$ cat src/rtl/aart_pkg.sv
// Shared types, constants and arithmetic helpers for the axis-angle rigid transform.
// No dependencies; every module of the block imports this package.
package aart_pkg;

    // Fixed-point formats and iteration counts.
    localparam int FRAC_BITS    = 16;
    localparam int CORDIC_STEPS = 16;

    localparam int DATA_W   = 32;
    localparam int CFG_W    = 17;
    localparam int ANG_IN_W = 16;
    localparam int ANG_LSH  = 17;                  // Q3.13 to Q2.30
    localparam int ANG_W    = 35;                  // reduced angle, Q2.30 with headroom
    localparam int CW       = 34;                  // CORDIC x and y
    localparam int ROOT_W   = 32;
    localparam int SUM_W    = 64;
    localparam int REM_W    = ROOT_W + 3;
    localparam int QB       = FRAC_BITS + 1;       // quotient bits of a normalised component
    localparam int NUM_W    = DATA_W + FRAC_BITS;
    localparam int CS_W     = FRAC_BITS + 3;       // cosine and sine in QF
    localparam int T_W      = CS_W + 1;            // one minus cosine
    localparam int TX_W     = 35;                  // first-level products after rounding
    localparam int PROD_W   = 64;
    localparam int CS_SH    = 30 - FRAC_BITS;

    localparam int SQRT_STAGES = ROOT_W;
    localparam int PIPE_DEPTH  = 2 + SQRT_STAGES + 1 + QB + 1 + 5;

    typedef logic signed [DATA_W-1:0] t_word;

    localparam t_word ONE_Q = t_word'(longint'(1) << FRAC_BITS);

    // Angle constants in Q2.30.
    localparam logic signed [ANG_W-1:0] PI_Q30      = ANG_W'(64'sd3373259426);
    localparam logic signed [ANG_W-1:0] TWO_PI_Q30  = ANG_W'(64'sd6746518852);
    localparam logic signed [ANG_W-1:0] HALF_PI_Q30 = ANG_W'(64'sd1686629713);
    localparam logic signed [CW-1:0]    GAIN_Q30    = CW'(64'sd652032874);
    localparam logic signed [CW-1:0]    CS_RND      = CW'(64'sd1 << (29 - FRAC_BITS));
    localparam logic signed [PROD_W-1:0] RND_HALF   = PROD_W'(64'sd1 << (FRAC_BITS - 1));

    // Arctangent of two to the minus i, Q2.30.
    localparam logic [29:0] ATAN_TAB [0:29] = '{
        30'd843314857, 30'd497837829, 30'd263043837, 30'd133525159, 30'd67021687,
        30'd33543516,  30'd16775851,  30'd8388437,   30'd4194283,   30'd2097149,
        30'd1048576,   30'd524288,    30'd262144,    30'd131072,    30'd65536,
        30'd32768,     30'd16384,     30'd8192,      30'd4096,      30'd2048,
        30'd1024,      30'd512,       30'd256,       30'd128,       30'd64,
        30'd32,        30'd16,        30'd8,         30'd4,         30'd2
    };

    // Configuration register indexes.
    localparam logic CFG_UNIT_TOL = 1'b0;
    localparam logic CFG_MIN_LEN  = 1'b1;

    // Matrix rows.
    localparam logic [1:0] ROW_0    = 2'd0;
    localparam logic [1:0] ROW_1    = 2'd1;
    localparam logic [1:0] ROW_2    = 2'd2;
    localparam logic [1:0] ROW_LAST = 2'd3;

    // Axis and translation of one transaction.
    typedef struct packed {
        t_word ax;
        t_word ay;
        t_word az;
        t_word sx;
        t_word sy;
        t_word sz;
    } t_geo;

    // CORDIC working state.
    typedef struct packed {
        logic signed [CW-1:0]    x;
        logic signed [CW-1:0]    y;
        logic signed [ANG_W-1:0] a;
        logic                    flip;
    } t_cord;

    // Side information carried through the divider.
    typedef struct packed {
        logic [ROOT_W-1:0]     len;
        logic                  norm;
        logic                  err;
        logic [2:0]            neg;
        t_geo                  geo;
        logic signed [CS_W-1:0] c;
        logic signed [CS_W-1:0] s;
    } t_side;

    // Finished matrix handed to the row serialiser.
    typedef struct packed {
        logic                 err;
        t_word [2:0][2:0]     rot;
        t_word [2:0]          tr;
    } t_mat;

    // Round half up and drop the fraction, in 64-bit two's complement.
    function automatic logic signed [PROD_W-1:0] rnd_q(input logic signed [PROD_W-1:0] p);
        logic signed [PROD_W-1:0] sum;
        sum = p + RND_HALF;
        return sum >>> FRAC_BITS;
    endfunction

    // Clamp to the signed 32-bit range.
    function automatic t_word sat32(input logic signed [PROD_W-1:0] v);
        t_word res;
        if (v > 64'sd2147483647) begin
            res = 32'sh7fffffff;
        end else if (v < -64'sd2147483648) begin
            res = 32'sh80000000;
        end else begin
            res = v[DATA_W-1:0];
        end
        return res;
    endfunction

endpackage

$ cat src/rtl/aart_rowser.sv
// Row serialiser: holds one finished matrix and hands it out one row per transaction.
// Depends on aart_pkg for the matrix type and row codes.
module aart_rowser import aart_pkg::*; (
    input  logic       i_clk,
    input  logic       i_rst_n,
    input  t_mat       i_item,
    input  logic       i_item_valid,
    output logic       o_item_take,
    output logic       o_out_valid,
    input  logic       i_out_stall,
    output logic [1:0] o_row_index,
    output t_word      o_col0,
    output t_word      o_col1,
    output t_word      o_col2,
    output t_word      o_col3,
    output logic       o_axis_error,
    output logic       o_last_row
);

    logic        r_busy;
    logic [1:0]  r_row;
    t_mat        r_item;
    logic        w_last;
    logic        w_done;
    t_word [3:0] w_col;

    // The held matrix is free once its final row leaves.
    assign w_last      = r_item.err || (r_row == ROW_LAST);
    assign w_done      = r_busy && !i_out_stall;
    assign o_item_take = i_item_valid && (!r_busy || (w_done && w_last));

    always_ff @(posedge i_clk) begin
        if (!i_rst_n) begin
            r_busy <= 1'b0;
            r_row  <= ROW_0;
        end else if (o_item_take) begin
            r_busy <= 1'b1;
            r_row  <= ROW_0;
        end else if (w_done) begin
            if (w_last) begin
                r_busy <= 1'b0;
            end else begin
                r_row <= r_row + 2'd1;
            end
        end
    end

    always_ff @(posedge i_clk) begin
        if (o_item_take) begin
            r_item <= i_item;
        end
    end

    // Select the columns of the current row; an error result is all zero.
    always_comb begin
        unique case (r_row)
            ROW_0:   w_col = {r_item.tr[0], r_item.rot[0][2], r_item.rot[0][1], r_item.rot[0][0]};
            ROW_1:   w_col = {r_item.tr[1], r_item.rot[1][2], r_item.rot[1][1], r_item.rot[1][0]};
            ROW_2:   w_col = {r_item.tr[2], r_item.rot[2][2], r_item.rot[2][1], r_item.rot[2][0]};
            default: w_col = {ONE_Q, t_word'(0), t_word'(0), t_word'(0)};
        endcase
        if (r_item.err) begin
            w_col = '0;
        end
    end

    assign o_out_valid  = r_busy;
    assign o_row_index  = r_row;
    assign o_col0       = w_col[0];
    assign o_col1       = w_col[1];
    assign o_col2       = w_col[2];
    assign o_col3       = w_col[3];
    assign o_axis_error = r_item.err;
    assign o_last_row   = w_last;

endmodule

$ cat config.mk
export PLATFORM = sky130hd
export DESIGN_NAME = aart_rowser
export DESIGN_NICKNAME = d
export VERILOG_FILES = /design/src/rtl/aart_pkg.sv /design/src/rtl/aart_rowser.sv
export SDC_FILE = /design/constraint.sdc
export NUM_CORES = 1
export LEC_CHECK = 0
export BUFFER_PORTS_ARGS = -buffer_cell sky130_fd_sc_hd__buf_2
export CELL_PAD_IN_SITES_DETAIL_PLACEMENT = 0
export CELL_PAD_IN_SITES_GLOBAL_PLACEMENT = 1
export CORE_AREA = 2 2 200 202
export DETAILED_ROUTE_END_ITERATION = 12
export DIE_AREA = 0 0 202 204
export GPL_TIMING_DRIVEN = 0
export PLACE_DENSITY_LB_ADDON = 0.1
export SYNTH_ARGS = -nofsm -noshare
export SYNTH_HDL_FRONTEND = slang
export SYNTH_SLANG_ARGS = --single-unit
$ cat constraint.sdc
create_clock -name i_clk -period 16.26 [get_ports i_clk]
set_input_delay 2.439 -clock i_clk [delete_from_list [all_inputs] [get_ports i_clk]]
set_output_delay 2.439 -clock i_clk [all_outputs]
set_load 0.01 [all_outputs]
### Word-level counts from Yosys, hierarchy flattened

Index checks and enable logic that the tools add are counted.

* register bits after elaboration: 388
* bits in latches: 0
* memory bits (writable): 0
* bits in read-only memories: 0
* output and inout bits: 134
* word-level logic and storage cells: 39
* memories: 0

* add/subtract/negate cells: 1
* multiply operators: 0
* div/mod/pow operators: 0
* magnitude comparators: 0
* eq/ne operators: 3
* shift-type cells: 0
* muxes and demuxes: 5
* bitwise gates (word level): 2
* reductions and logical operators: 13

Operators with widths (number)
* $pmux 128 s3: 1
* $mux 128: 1
* $eq 2x2->1 const B: 2
* $reduce_and 2->1: 2
* $reduce_bool 2->1: 2
* $logic_and 1x1->1: 3
* $mux 1: 3
* $add 2x1->2 const B: 1
* $eq 2x1->1 const B: 1
* $logic_not 1->1: 2
* $logic_not 2->1: 1
* $logic_or 1x1->1: 2
* $not 1->1: 2
* $reduce_or 2->1: 1

### Longest topological paths before layout

Gate-level depths: netlist of run 1.

* depth after elaboration: 7
* gate-level depth with buffers: 6

### Worst setup path before layout of run 1

OpenSTA, ideal clock, no wires.

* path type: input-to-output
* start: input port i_out_stall
* end: output port o_item_take
* data arrival time: 11633 ps
* required time: 13821 ps
* path slack: 2188 ps
* stages on the path: 2
* cells stage by stage: o21ai_0 and2_1

* longest elaborated chain between the ends: 5

RTL lines
* start: declaration: line aart_rowser.sv:10 `input logic i_out_stall,`
* $logic_not 1->1: line aart_rowser.sv:29 `assign w_done = r_busy && !i_out_stall;`
* $logic_and 1x1->1: line aart_rowser.sv:29
* $logic_and 1x1->1: line aart_rowser.sv:30 `assign o_item_take = i_item_valid && (!r_busy || (w_done && w_last));`
* $logic_or 1x1->1: line aart_rowser.sv:30
* $logic_and 1x1->1: line aart_rowser.sv:30
* end: declaration: line aart_rowser.sv:8 `output logic o_item_take,`

Every way passes these cells.

### Final worst setup path of run 1

Ends and elaborated chain as after synthesis.

==> results of run 1 <==
## worst reg2reg max path: stages, from the launching register on
cell     delay [ns]
dfxtp_1        0.45
ha_1           0.31
nor2_1         0.08
o21ai_0        0.45
and2_4         0.58
buf_16         0.34
buf_16         0.35
buf_16         0.41
## per-layer routing
metal  vias to the layer above  part of all wire, %  wire, um
met5                         -                 0.41       174
met4                        26                  2.7      1140
li1                       4236                    -         -
met1                      4490                   36     15100
met2                       453                   50     21300
met3                        90                   11      4780
## worst max-delay path by stage
| stage | cells past startpoint | end |
|---|---|---|
| final | 7 | o_item_take |
| after global routing | 7 | o_item_take |
| after CTS | 7 | o_item_take |
| after detailed placement | 7 | o_item_take |
| after global placement | 4 | o_item_take |
| after floorplan | 2 | o_item_take |
## layout by cell type (no fill, tap or decap), types with 6 or more instances in the layout
master	netlist	layout
diode_2	0	22
nor2_1	128	128
clkinv_2	0	6
clkbuf_1	30	43
clkbuf_16	0	43
edfxtp_1	385	385
a222oi_1	127	127
buf_2	23	545
clkinv_1	0	8
buf_16	0	6
## cell families (layout without fill, tap and decap cells)
group | after synthesis | in the layout | share of synthesized area, %
flops | 388 | 388 | 84.3
compound gates | 134 | 134 | 9.61
simple gates | 130 | 130 | 3.70
buf+inv | 61 | 662 | 1.87
fa+ha+maj | 4 | 4 | 0.363
xor+xnor | 1 | 1 | 0.0636
mux | 1 | 1 | 0.0726
other cells | 0 | 22 | 0
## layout make-up
type | count | area, um2
buffer | 56 | 239
multi-input combinational | 270 | 1910
clock buffer | 56 | 1120
timing repair buffer | 528 | 2780
antenna | 22 | 55.1
tap | 525 | 657
clock inverter | 17 | 106
fill | 3521 | 20700
sequential | 388 | 11600
inverter | 5 | 18.8
## through the flow
step / std cells / area (um2) / total power [W] / util [%] / setup TNS, ns
after floorplan: 719 / 13800 / 0.00130 / - / 0
after global placement: 1766 / 17100 / 0.00140 / 43.5 / -2.86
after detailed placement: 1772 / 17200 / 0.00138 / 43.9 / 0
after CTS: 1845 / 18500 / 0.00226 / 47.1 / 0
after global routing: 1860 / 18500 / 0.00231 / 47.2 / 0
final: 1867 / 18500 / 0.00223 / 47.2 / 0
## state kept, by name (all words and copies together), names as in the netlist
register      count
r_item          384
o_row_index       2
o_axis_error      1
o_out_valid       1
## report_power, final
part | switching (W) | internal [W] | total, W
sequential | 0.0000164 | 0.00117 | 0.00119
clock | 0.000373 | 0.000500 | 0.000872
combinational | 0.0000900 | 0.0000731 | 0.000163
total | 0.000479 | 0.00175 | 0.00223
==> flow_summary.json, run 1 <==
{
  "status": "finished, final reports clean",
  "cts_tree": "yes",
  "power_density_mw_per_mm2": 120,
  "endpoint_kind": "output port",
  "maxCapViolations": 0,
  "tightest_slew_ns": 0.595,
  "placementRows": 73,
  "vdd_drop_max_mv": 0.0929,
  "die_w_um": 202,
  "setup_slack_ns": 9.04,
  "route.vias.total": 9295,
  "grtUsageTotal_pct": 19.9,
  "die_height_um": 204,
  "path_cells": "buf_2, o21ai_0, and2_4, buf_16, buf_16, buf_16, buf_2",
  "clk_pin_slew_ns": 0.06,
  "crit_start": "i_out_stall",
  "r2r-end": "r_item[282]",
  "gp_congestion": 0.798,
  "rsz0062_at_grt": "false",
  "ys_types": 17,
  "worstPathBufferInverterCount": 5,
  "grt_start_max_net_pins": 74,
  "reg2regPathDepth": 7,
  "max_freq_ghz": 0.139,
  "use_met3_pct": 8.64,
  "p_leak_nw": 7.28,
  "h-tree-depth": 2,
  "wl_per_cell_um": 22.8,
  "layout.nets": 1684,
  "r2r-start": "o_row_index[0]",
  "die_area_mm2": 0.0412,
  "layout-drive-gt1-share_pct": 46.0,
  "io_buffers": 522,
  "wl_mm": 42.6,
  "drv_slew": 0,
  "hold_ws_ns": 0.631,
  "max_stage_delay_ns": 0.58,
  "path_class": "in2out",
  "grt_pass1_vias": 9513,
  "grt_use_met1_pct": 22.3,
  "final_hold_viol_count": 0,
  "setup_violations": 0,
  "clockBufferDepth": 3,
  "syn_to_final_growth_pct": 34.3,
  "cts_hold_buffers": 0,
  "synth_edf_count": 385,
  "critPathArrivalTime_ns": 4.78,
  "insertion_delay_ns": 0.55,
  "viasPerCell": 4.98,
  "syn-num-nets": 1112,
  "ys_seq_area_share_pct": 84.3,
  "cts_buffers": 42,
  "required_ns": 13.82,
  "cts-root-buf": "clkbuf_16",
  "r2r_slack_ns": 12.91,
  "core_mm2": 0.0392,
  "hold_start": "o_row_index[1]",
  "synth_cells": 719,
  "synth.most_common_cell": "edfxtp_1",
  "grt_first_pass_wirelength_mm": 59.9,
  "syn_avg_cell_area_um2": 19.2,
  "crit_slowest_cell": "and2_4",
  "crit_path_start_kind": "input port",
  "ys_top_cells_by_area": "edfxtp_1 (84%), a222oi_1 (9.2%), nor2_1 (3.5%)",
  "ys_async_sr_fraction_pct": 0,
  "ys_seq_elements": 388,
  "initial_utilization_pct": 35.2,
  "fin_crit_ns": 7.22,
  "drc_errors": 0,
  "period_share_pct": 44.4,
  "holdCritPathClass": "reg2reg",
  "synthesis.area_mm2": 0.0138,
  "crit_path_frequent_cell": "buf_16",
  "yosys.area.top_type": "edfxtp_1",
  "ant_nets": 0,
  "cts_resized": 0,
  "clock_sinks": 388,
  "synth_common_cells": "edfxtp_1 (385), nor2_1 (128), a222oi_1 (127), clkbuf_1 (30), buf_2 (23)",
  "min_to": "o_row_index[1]",
  "first_pass_iters": 6,
  "path_max_fanout": 71,
  "cts_setup_buffers": 0,
  "grt_use_met2_pct": 33.0,
  "fin_skew_ns": 0.0146,
  "synth_top_area_share_pct": 83.9,
  "hold_depth": 2,
  "grt.busiest_layer": "met2",
  "yosysWarnings": 0,
  "cpLargestDelayFamily": "buffers and inverters",
  "drt-initial-drc-count": 964,
  "grt_overflow_total": 0,
  "dpl.hpwl_mm": 30.4,
  "synthFlopType": "edfxtp_1",
  "boundaryPins": 523,
  "dp_slack_ns": 9.00,
  "slew_headroom_pct": 60.3,
  "antenna_found_initial": 36
}
No activity file was read; power rests on OpenSTA's default activity.
==> inputs of run 2 (changes only) <==
==> constraint.sdc (replaced) <==
create_clock -name i_clk -period 7.5 [get_ports i_clk]
set_input_delay 1.125 -clock i_clk [delete_from_list [all_inputs] [get_ports i_clk]]
set_output_delay 1.125 -clock i_clk [all_outputs]
set_load 0.01 [all_outputs]
==> flow_summary.json, run 2 (same netlist as run 1, synthesis figures left out) <==
{
  "power_density_mw_per_mm2": 264,
  "cp-endpoint": "o_item_take",
  "max_stage_delay_ns": 0.66,
  "r2r-end": "r_item[350]",
  "critPathArrivalTime_ns": 3.74,
  "insertion_delay_ns": 0.56,
  "r2r_slack_ns": 4.17,
  "h-tree-depth": 2,
  "power_w": 0.00489,
  "maxCapViolations": 0,
  "layout.nets": 1686,
  "grtUsageTotal_pct": 19.6,
  "r2r-start": "o_row_index[0]",
  "period_share_pct": 64.9,
  "boundaryPins": 523,
  "pwr-share-comb_pct": 7.2,
  "drt-initial-drc-count": 855,
  "die_w_um": 202,
  "tightest_slew_ns": 0.634,
  "clockBufferDepth": 3,
  "crit_start": "o_row_index[0]",
  "pwr-share-seq_pct": 52.8,
  "final_hold_viol_count": 0,
  "p_sw_share_pct": 21.6,
  "largest_register_ffs": 384,
  "crit_path_frequent_cell": "buf_16",
  "p_leak_nw": 7.30,
  "fin_skew_ns": 0.0164,
  "first_pass_iters": 8,
  "cts_hold_buffers": 0,
  "multi_input_area_mm2": 0.00191,
  "path_max_fanout": 69,
  "gp_congestion": 0.782,
  "viasPerCell": 4.99,
  "endpoint_kind": "output port",
  "placementRows": 73,
  "syn_to_final_growth_pct": 34.4,
  "cts_setup_buffers": 0,
  "grt_overflow_total": 0,
  "cts_tree": "yes",
  "crit_slowest_cell": "and2_4",
  "cts_resized": 0,
  "regMostFlops": "r_item",
  "reg2regPathDepth": 7,
  "final_common_cell": "buf_2",
  "cts_buffers": 44,
  "vdd_drop_max_mv": 0.169,
  "setup_violations": 0,
  "stdcell_area_mm2": 0.0185,
  "required_ns": 6.38,
  "die_height_um": 204,
  "hold_depth": 2,
  "route.vias.total": 9271,
  "max_freq_ghz": 0.205,
  "dpl_cell_area_mm2": 0.0172,
  "wl_mm": 41.8,
  "ant_nets": 0,
  "antenna_found_initial": 23,
  "io_buffers": 522,
  "p_int_w": 0.00383,
  "holdCritPathClass": "reg2reg",
  "grt_start_max_net_pins": 71,
  "fin_crit_ns": 4.87,
  "dpl.hpwl_mm": 30.1,
  "ff_latch_area_mm2": 0.0116,
  "drc_errors": 0,
  "utilization_pct": 47.3,
  "wl_per_cell_um": 22.5,
  "p_switching_w": 0.00105,
  "core_mm2": 0.0392,
  "drv_slew": 0,
  "clk_pin_slew_ns": 0.06,
  "crit_path_start_kind": "register",
  "grt_first_pass_wirelength_mm": 59.1,
  "slew_headroom_pct": 57.7,
  "path_cells": "ha_1, nor2_1, o21ai_0, and2_4, buf_12, buf_16, buf_16, buf_2",
  "final_cell_mix": "buf_2 (545), edfxtp_1 (385), nor2_1 (128)",
  "layout-drive-gt1-share_pct": 46.2,
  "initial_utilization_pct": 35.2,
  "status": "finished, final reports clean",
  "clock_sinks": 388,
  "path_class": "reg2out",
  "cts-root-buf": "clkbuf_16",
  "die_area_mm2": 0.0412,
  "pwr-share-clk_pct": 40.0,
  "grt_pass1_vias": 9530,
  "rsz0062_at_grt": "false",
  "fillCellCount": 3590
}
-- run 2: cell types whose count changed in the layout (fill, tap and decap cells not counted) --
cell       before  now
clkbuf_16      43   45
buf_12          0    2
clkinv_2        6    7
buf_16          6    4
clkbuf_1       43   42
diode_2        22   11
clkinv_4        0    1
-- run 2: cell type report --
class                           instances  share of cell area [%]
Sequential cell                       388                    62.7
Timing Repair Buffer                  528                    14.9
Multi-Input combinational cell        270                    10.3
Clock buffer                           57                    6.32
Tap cell                              525                    3.55
Buffer                                 56                    1.29
Clock inverter                         19                   0.648
Antenna cell                           11                   0.149
Inverter                                5                   0.101
-- run 2: through the flow --
| step | hold WS, ns | instances | TNS [ns] | setup slack, ns |
|---|---|---|---|---|
| finish | 0.638 | 1859 | 0 | 2.63 |
| global route | 0.676 | 1856 | 0 | 2.40 |
| CTS | 0.650 | 1848 | 0 | 2.56 |
| detailed placement | 0.643 | 1772 | 0 | 2.71 |
| global placement | 0.629 | 1766 | -529.54 | -2.72 |
| floorplan | 0.619 | 719 | 0 | 0.174 |
-- run 2: power groups by stage --
| stage | logic [W] | clock network [W] | registers [W] |
|---|---|---|---|
| floorplan | 0.000148 | 0 | 0.00264 |
| global placement | 0.000338 | 0 | 0.00266 |
| detailed placement | 0.000357 | 0 | 0.00262 |
| CTS | 0.000358 | 0.00202 | 0.00258 |
| global route | 0.000386 | 0.00210 | 0.00259 |
| finish | 0.000352 | 0.00195 | 0.00258 |
-- run 2: worst min path at each step --
| stage | start | end | slack [ns] |
|---|---|---|---|
| 4_1_cts | o_row_index[1] | o_row_index[1] | 0.65 |
| 3_3_place_gp | o_row_index[1] | o_row_index[1] | 0.63 |
| 5_1_grt | o_row_index[1] | o_row_index[1] | 0.68 |
| 2_1_floorplan | o_row_index[1] | o_row_index[1] | 0.62 |
| 6_report | o_row_index[1] | o_row_index[1] | 0.64 |
| 3_5_place_dp | o_row_index[1] | o_row_index[1] | 0.64 |
-- run 2: worst max-delay path, delay by kind of cell (launching register included) --
kind                       cells  cell delay, ns
buffers and inverters          4            1.18
and+or+nand+nor                2            0.74
AOI/OAI and AO/OA              1            0.47
DFF                            1            0.42
adders and majority gates      1            0.29
-- run 2: per-layer routing --
layer | global-route usage (%) | up-vias | share of wire [%]
met5 | 0 | - | 0.36
met4 | 6.96 | 24 | 2.3
met3 | 8.47 | 82 | 11
met2 | 33.6 | 432 | 51
met1 | 21.8 | 4515 | 36
li1 | - | 4218 | -
==> inputs of run 3 (changes only) <==
--- a/config.mk
+++ b/config.mk
@@ -8,9 +8,9 @@
 export BUFFER_PORTS_ARGS = -buffer_cell sky130_fd_sc_hd__buf_2
 export CELL_PAD_IN_SITES_DETAIL_PLACEMENT = 0
 export CELL_PAD_IN_SITES_GLOBAL_PLACEMENT = 1
-export CORE_AREA = 2 2 200 202
+export CORE_AREA = 2 2 205 207
 export DETAILED_ROUTE_END_ITERATION = 12
-export DIE_AREA = 0 0 202 204
+export DIE_AREA = 0 0 207 209
 export GPL_TIMING_DRIVEN = 0
 export PLACE_DENSITY_LB_ADDON = 0.1
 export SYNTH_ARGS = -nofsm -noshare
==> constraint.sdc (replaced) <==
create_clock -name i_clk -period 4.4 [get_ports i_clk]
set_input_delay 0.66 -clock i_clk [delete_from_list [all_inputs] [get_ports i_clk]]
set_output_delay 0.66 -clock i_clk [all_outputs]
set_load 0.01 [all_outputs]
==> flow_summary.json, run 3 (same netlist as run 1, synthesis figures left out) <==
{
  "drt-initial-drc-count": 911,
  "grt_first_pass_wirelength_mm": 62.7,
  "cts_buffers": 44,
  "drc_errors": 0,
  "clockBufferDepth": 3,
  "drv_slew": 0,
  "ant_nets": 0,
  "io_buffers": 522,
  "path_max_fanout": 60,
  "viasPerCell": 4.99,
  "placedCellCount": 1786,
  "path_class": "reg2out",
  "hold_depth": 1,
  "wl_mm": 43.6,
  "multi_input_area_mm2": 0.00191,
  "regMostFlops": "r_item",
  "largest_register_ffs": 384,
  "max_stage_delay_ns": 0.53,
  "grt_start_max_net_pins": 65,
  "rsz0062_at_grt": "false",
  "first_pass_iters": 8,
  "clk_pin_slew_ns": 0.06,
  "setup_violations": 0,
  "layout-drive-gt1-share_pct": 46.5,
  "cpLargestDelayFamily": "buffers and inverters",
  "grtUsageTotal_pct": 19.6,
  "crit_path_start_kind": "register",
  "min_to": "r_item[22]",
  "cts_setup_buffers": 0,
  "critPathArrivalTime_ns": 3.09,
  "core_mm2": 0.0413,
  "dp_slack_ns": 1.24,
  "cts_resized": 0,
  "wl_per_cell_um": 23.2,
  "hold_ws_ns": 0.257,
  "dpl.hpwl_mm": 31.1,
  "vdd_drop_max_mv": 0.333,
  "required_ns": 3.74,
  "worstPathBufferInverterCount": 3,
  "die_area_mm2": 0.0433,
  "power_density_mw_per_mm2": 452,
  "h-tree-depth": 2,
  "endpoint_kind": "output port",
  "final_cells": 1878,
  "final_cell_mix": "buf_2 (545), edfxtp_1 (385), nor2_1 (128)",
  "die_height_um": 209,
  "cp_num_cells": 7,
  "layout.nets": 1686,
  "fin_crit_ns": 3.75,
  "fin_skew_ns": 0.0213,
  "crit_slowest_cell": "and2_4",
  "r2r-start": "o_row_index[0]",
  "grt_overflow_total": 0,
  "slew_headroom_pct": 60.9,
  "r2r_slack_ns": 1.41,
  "die_w_um": 207,
  "period_share_pct": 85.2,
  "crit_path_frequent_cell": "buf_16",
  "initial_utilization_pct": 33.4,
  "antenna_found_initial": 30,
  "final_common_cell": "buf_2",
  "clock_sinks": 388,
  "final_hold_viol_count": 0,
  "r2r-end": "r_item[113]",
  "setup_slack_ns": 0.650,
  "grt_pass1_vias": 9784,
  "status": "finished, final reports clean",
  "route.vias.total": 9371,
  "utilization_pct": 45.0,
  "boundaryPins": 523,
  "placementRows": 75,
  "hold_start": "i_item[22]",
  "cts_tree": "yes",
  "ff_latch_area_mm2": 0.0116,
  "max_freq_ghz": 0.267,
  "maxCapViolations": 0,
  "tightest_slew_ns": 0.587,
  "fillCellCount": 3854,
  "holdCritPathClass": "in2reg",
  "cts-root-buf": "clkbuf_16",
  "p_leak_nw": 7.32,
  "path_cells": "ha_1, nor2_1, o21ai_2, and2_4, buf_16, buf_16, buf_2",
  "cts_hold_buffers": 0,
  "insertion_delay_ns": 0.57,
  "syn_to_final_growth_pct": 34.9,
  "gp_congestion": 0.784,
  "reg2regPathDepth": 7
}
==> run 3: worst max-delay path by stage <==
stage	slack [ns]	to	from
final	0.65	o_item_take	o_row_index[0]
after global routing	0.45	o_item_take	o_row_index[0]
after CTS	0.61	o_item_take	o_row_index[0]
after detailed placement	1.24	o_item_take	o_row_index[0]
after global placement	-1.66	o_item_take	o_row_index[0]
after floorplan	0.07	o_item_take	o_row_index[0]
==> run 3: power breakdown <==
group	switching, W	total [W]	leakage [nW]	internal [W]
logic	0.000339	0.000609	2.96	0.000270
clock network	0.00145	0.00339	0.644	0.00194
registers	0.0000624	0.00440	3.72	0.00434
==> run 3: metrics by stage <==
step                      total power (W)  cell area, um2  setup TNS [ns]
after floorplan                   0.00473           13800               0
after global placement            0.00508           17100         -359.28
after CTS                         0.00852           18500               0
final                             0.00840           18600               0
after global routing              0.00871           18600               0
after detailed placement          0.00509           17200               0
==> run 3: area by class of cell <==
cell class	instances	share of cell area [%]
Multi-Input combinational cell	270	10.3
Clock inverter	21	0.902
Clock buffer	52	6.09
Sequential cell	388	62.5
Timing Repair Buffer	528	14.9
Buffer	56	1.29
Tap cell	539	3.63
Inverter	5	0.101
Antenna cell	19	0.256
==> run 3: worst reg2reg max path, delay by kind of cell, from the launching register on <==
kind | cells | cell delay, ns
buf+inv | 3 | 1.03
simple gates | 2 | 0.62
fa+ha+maj | 1 | 0.30
compound gates | 1 | 0.22
flops | 1 | 0.45
==> run 3: metal layers <==
| metal | vias up | GRT usage, % | part of all wire, % |
|---|---|---|---|
| li1 | 4236 | - | - |
| met1 | 4578 | 21.4 | 36 |
| met2 | 453 | 33.9 | 51 |
| met3 | 86 | 8.52 | 10 |
| met4 | 18 | 6.75 | 2.5 |
| met5 | - | 0 | 0.28 |
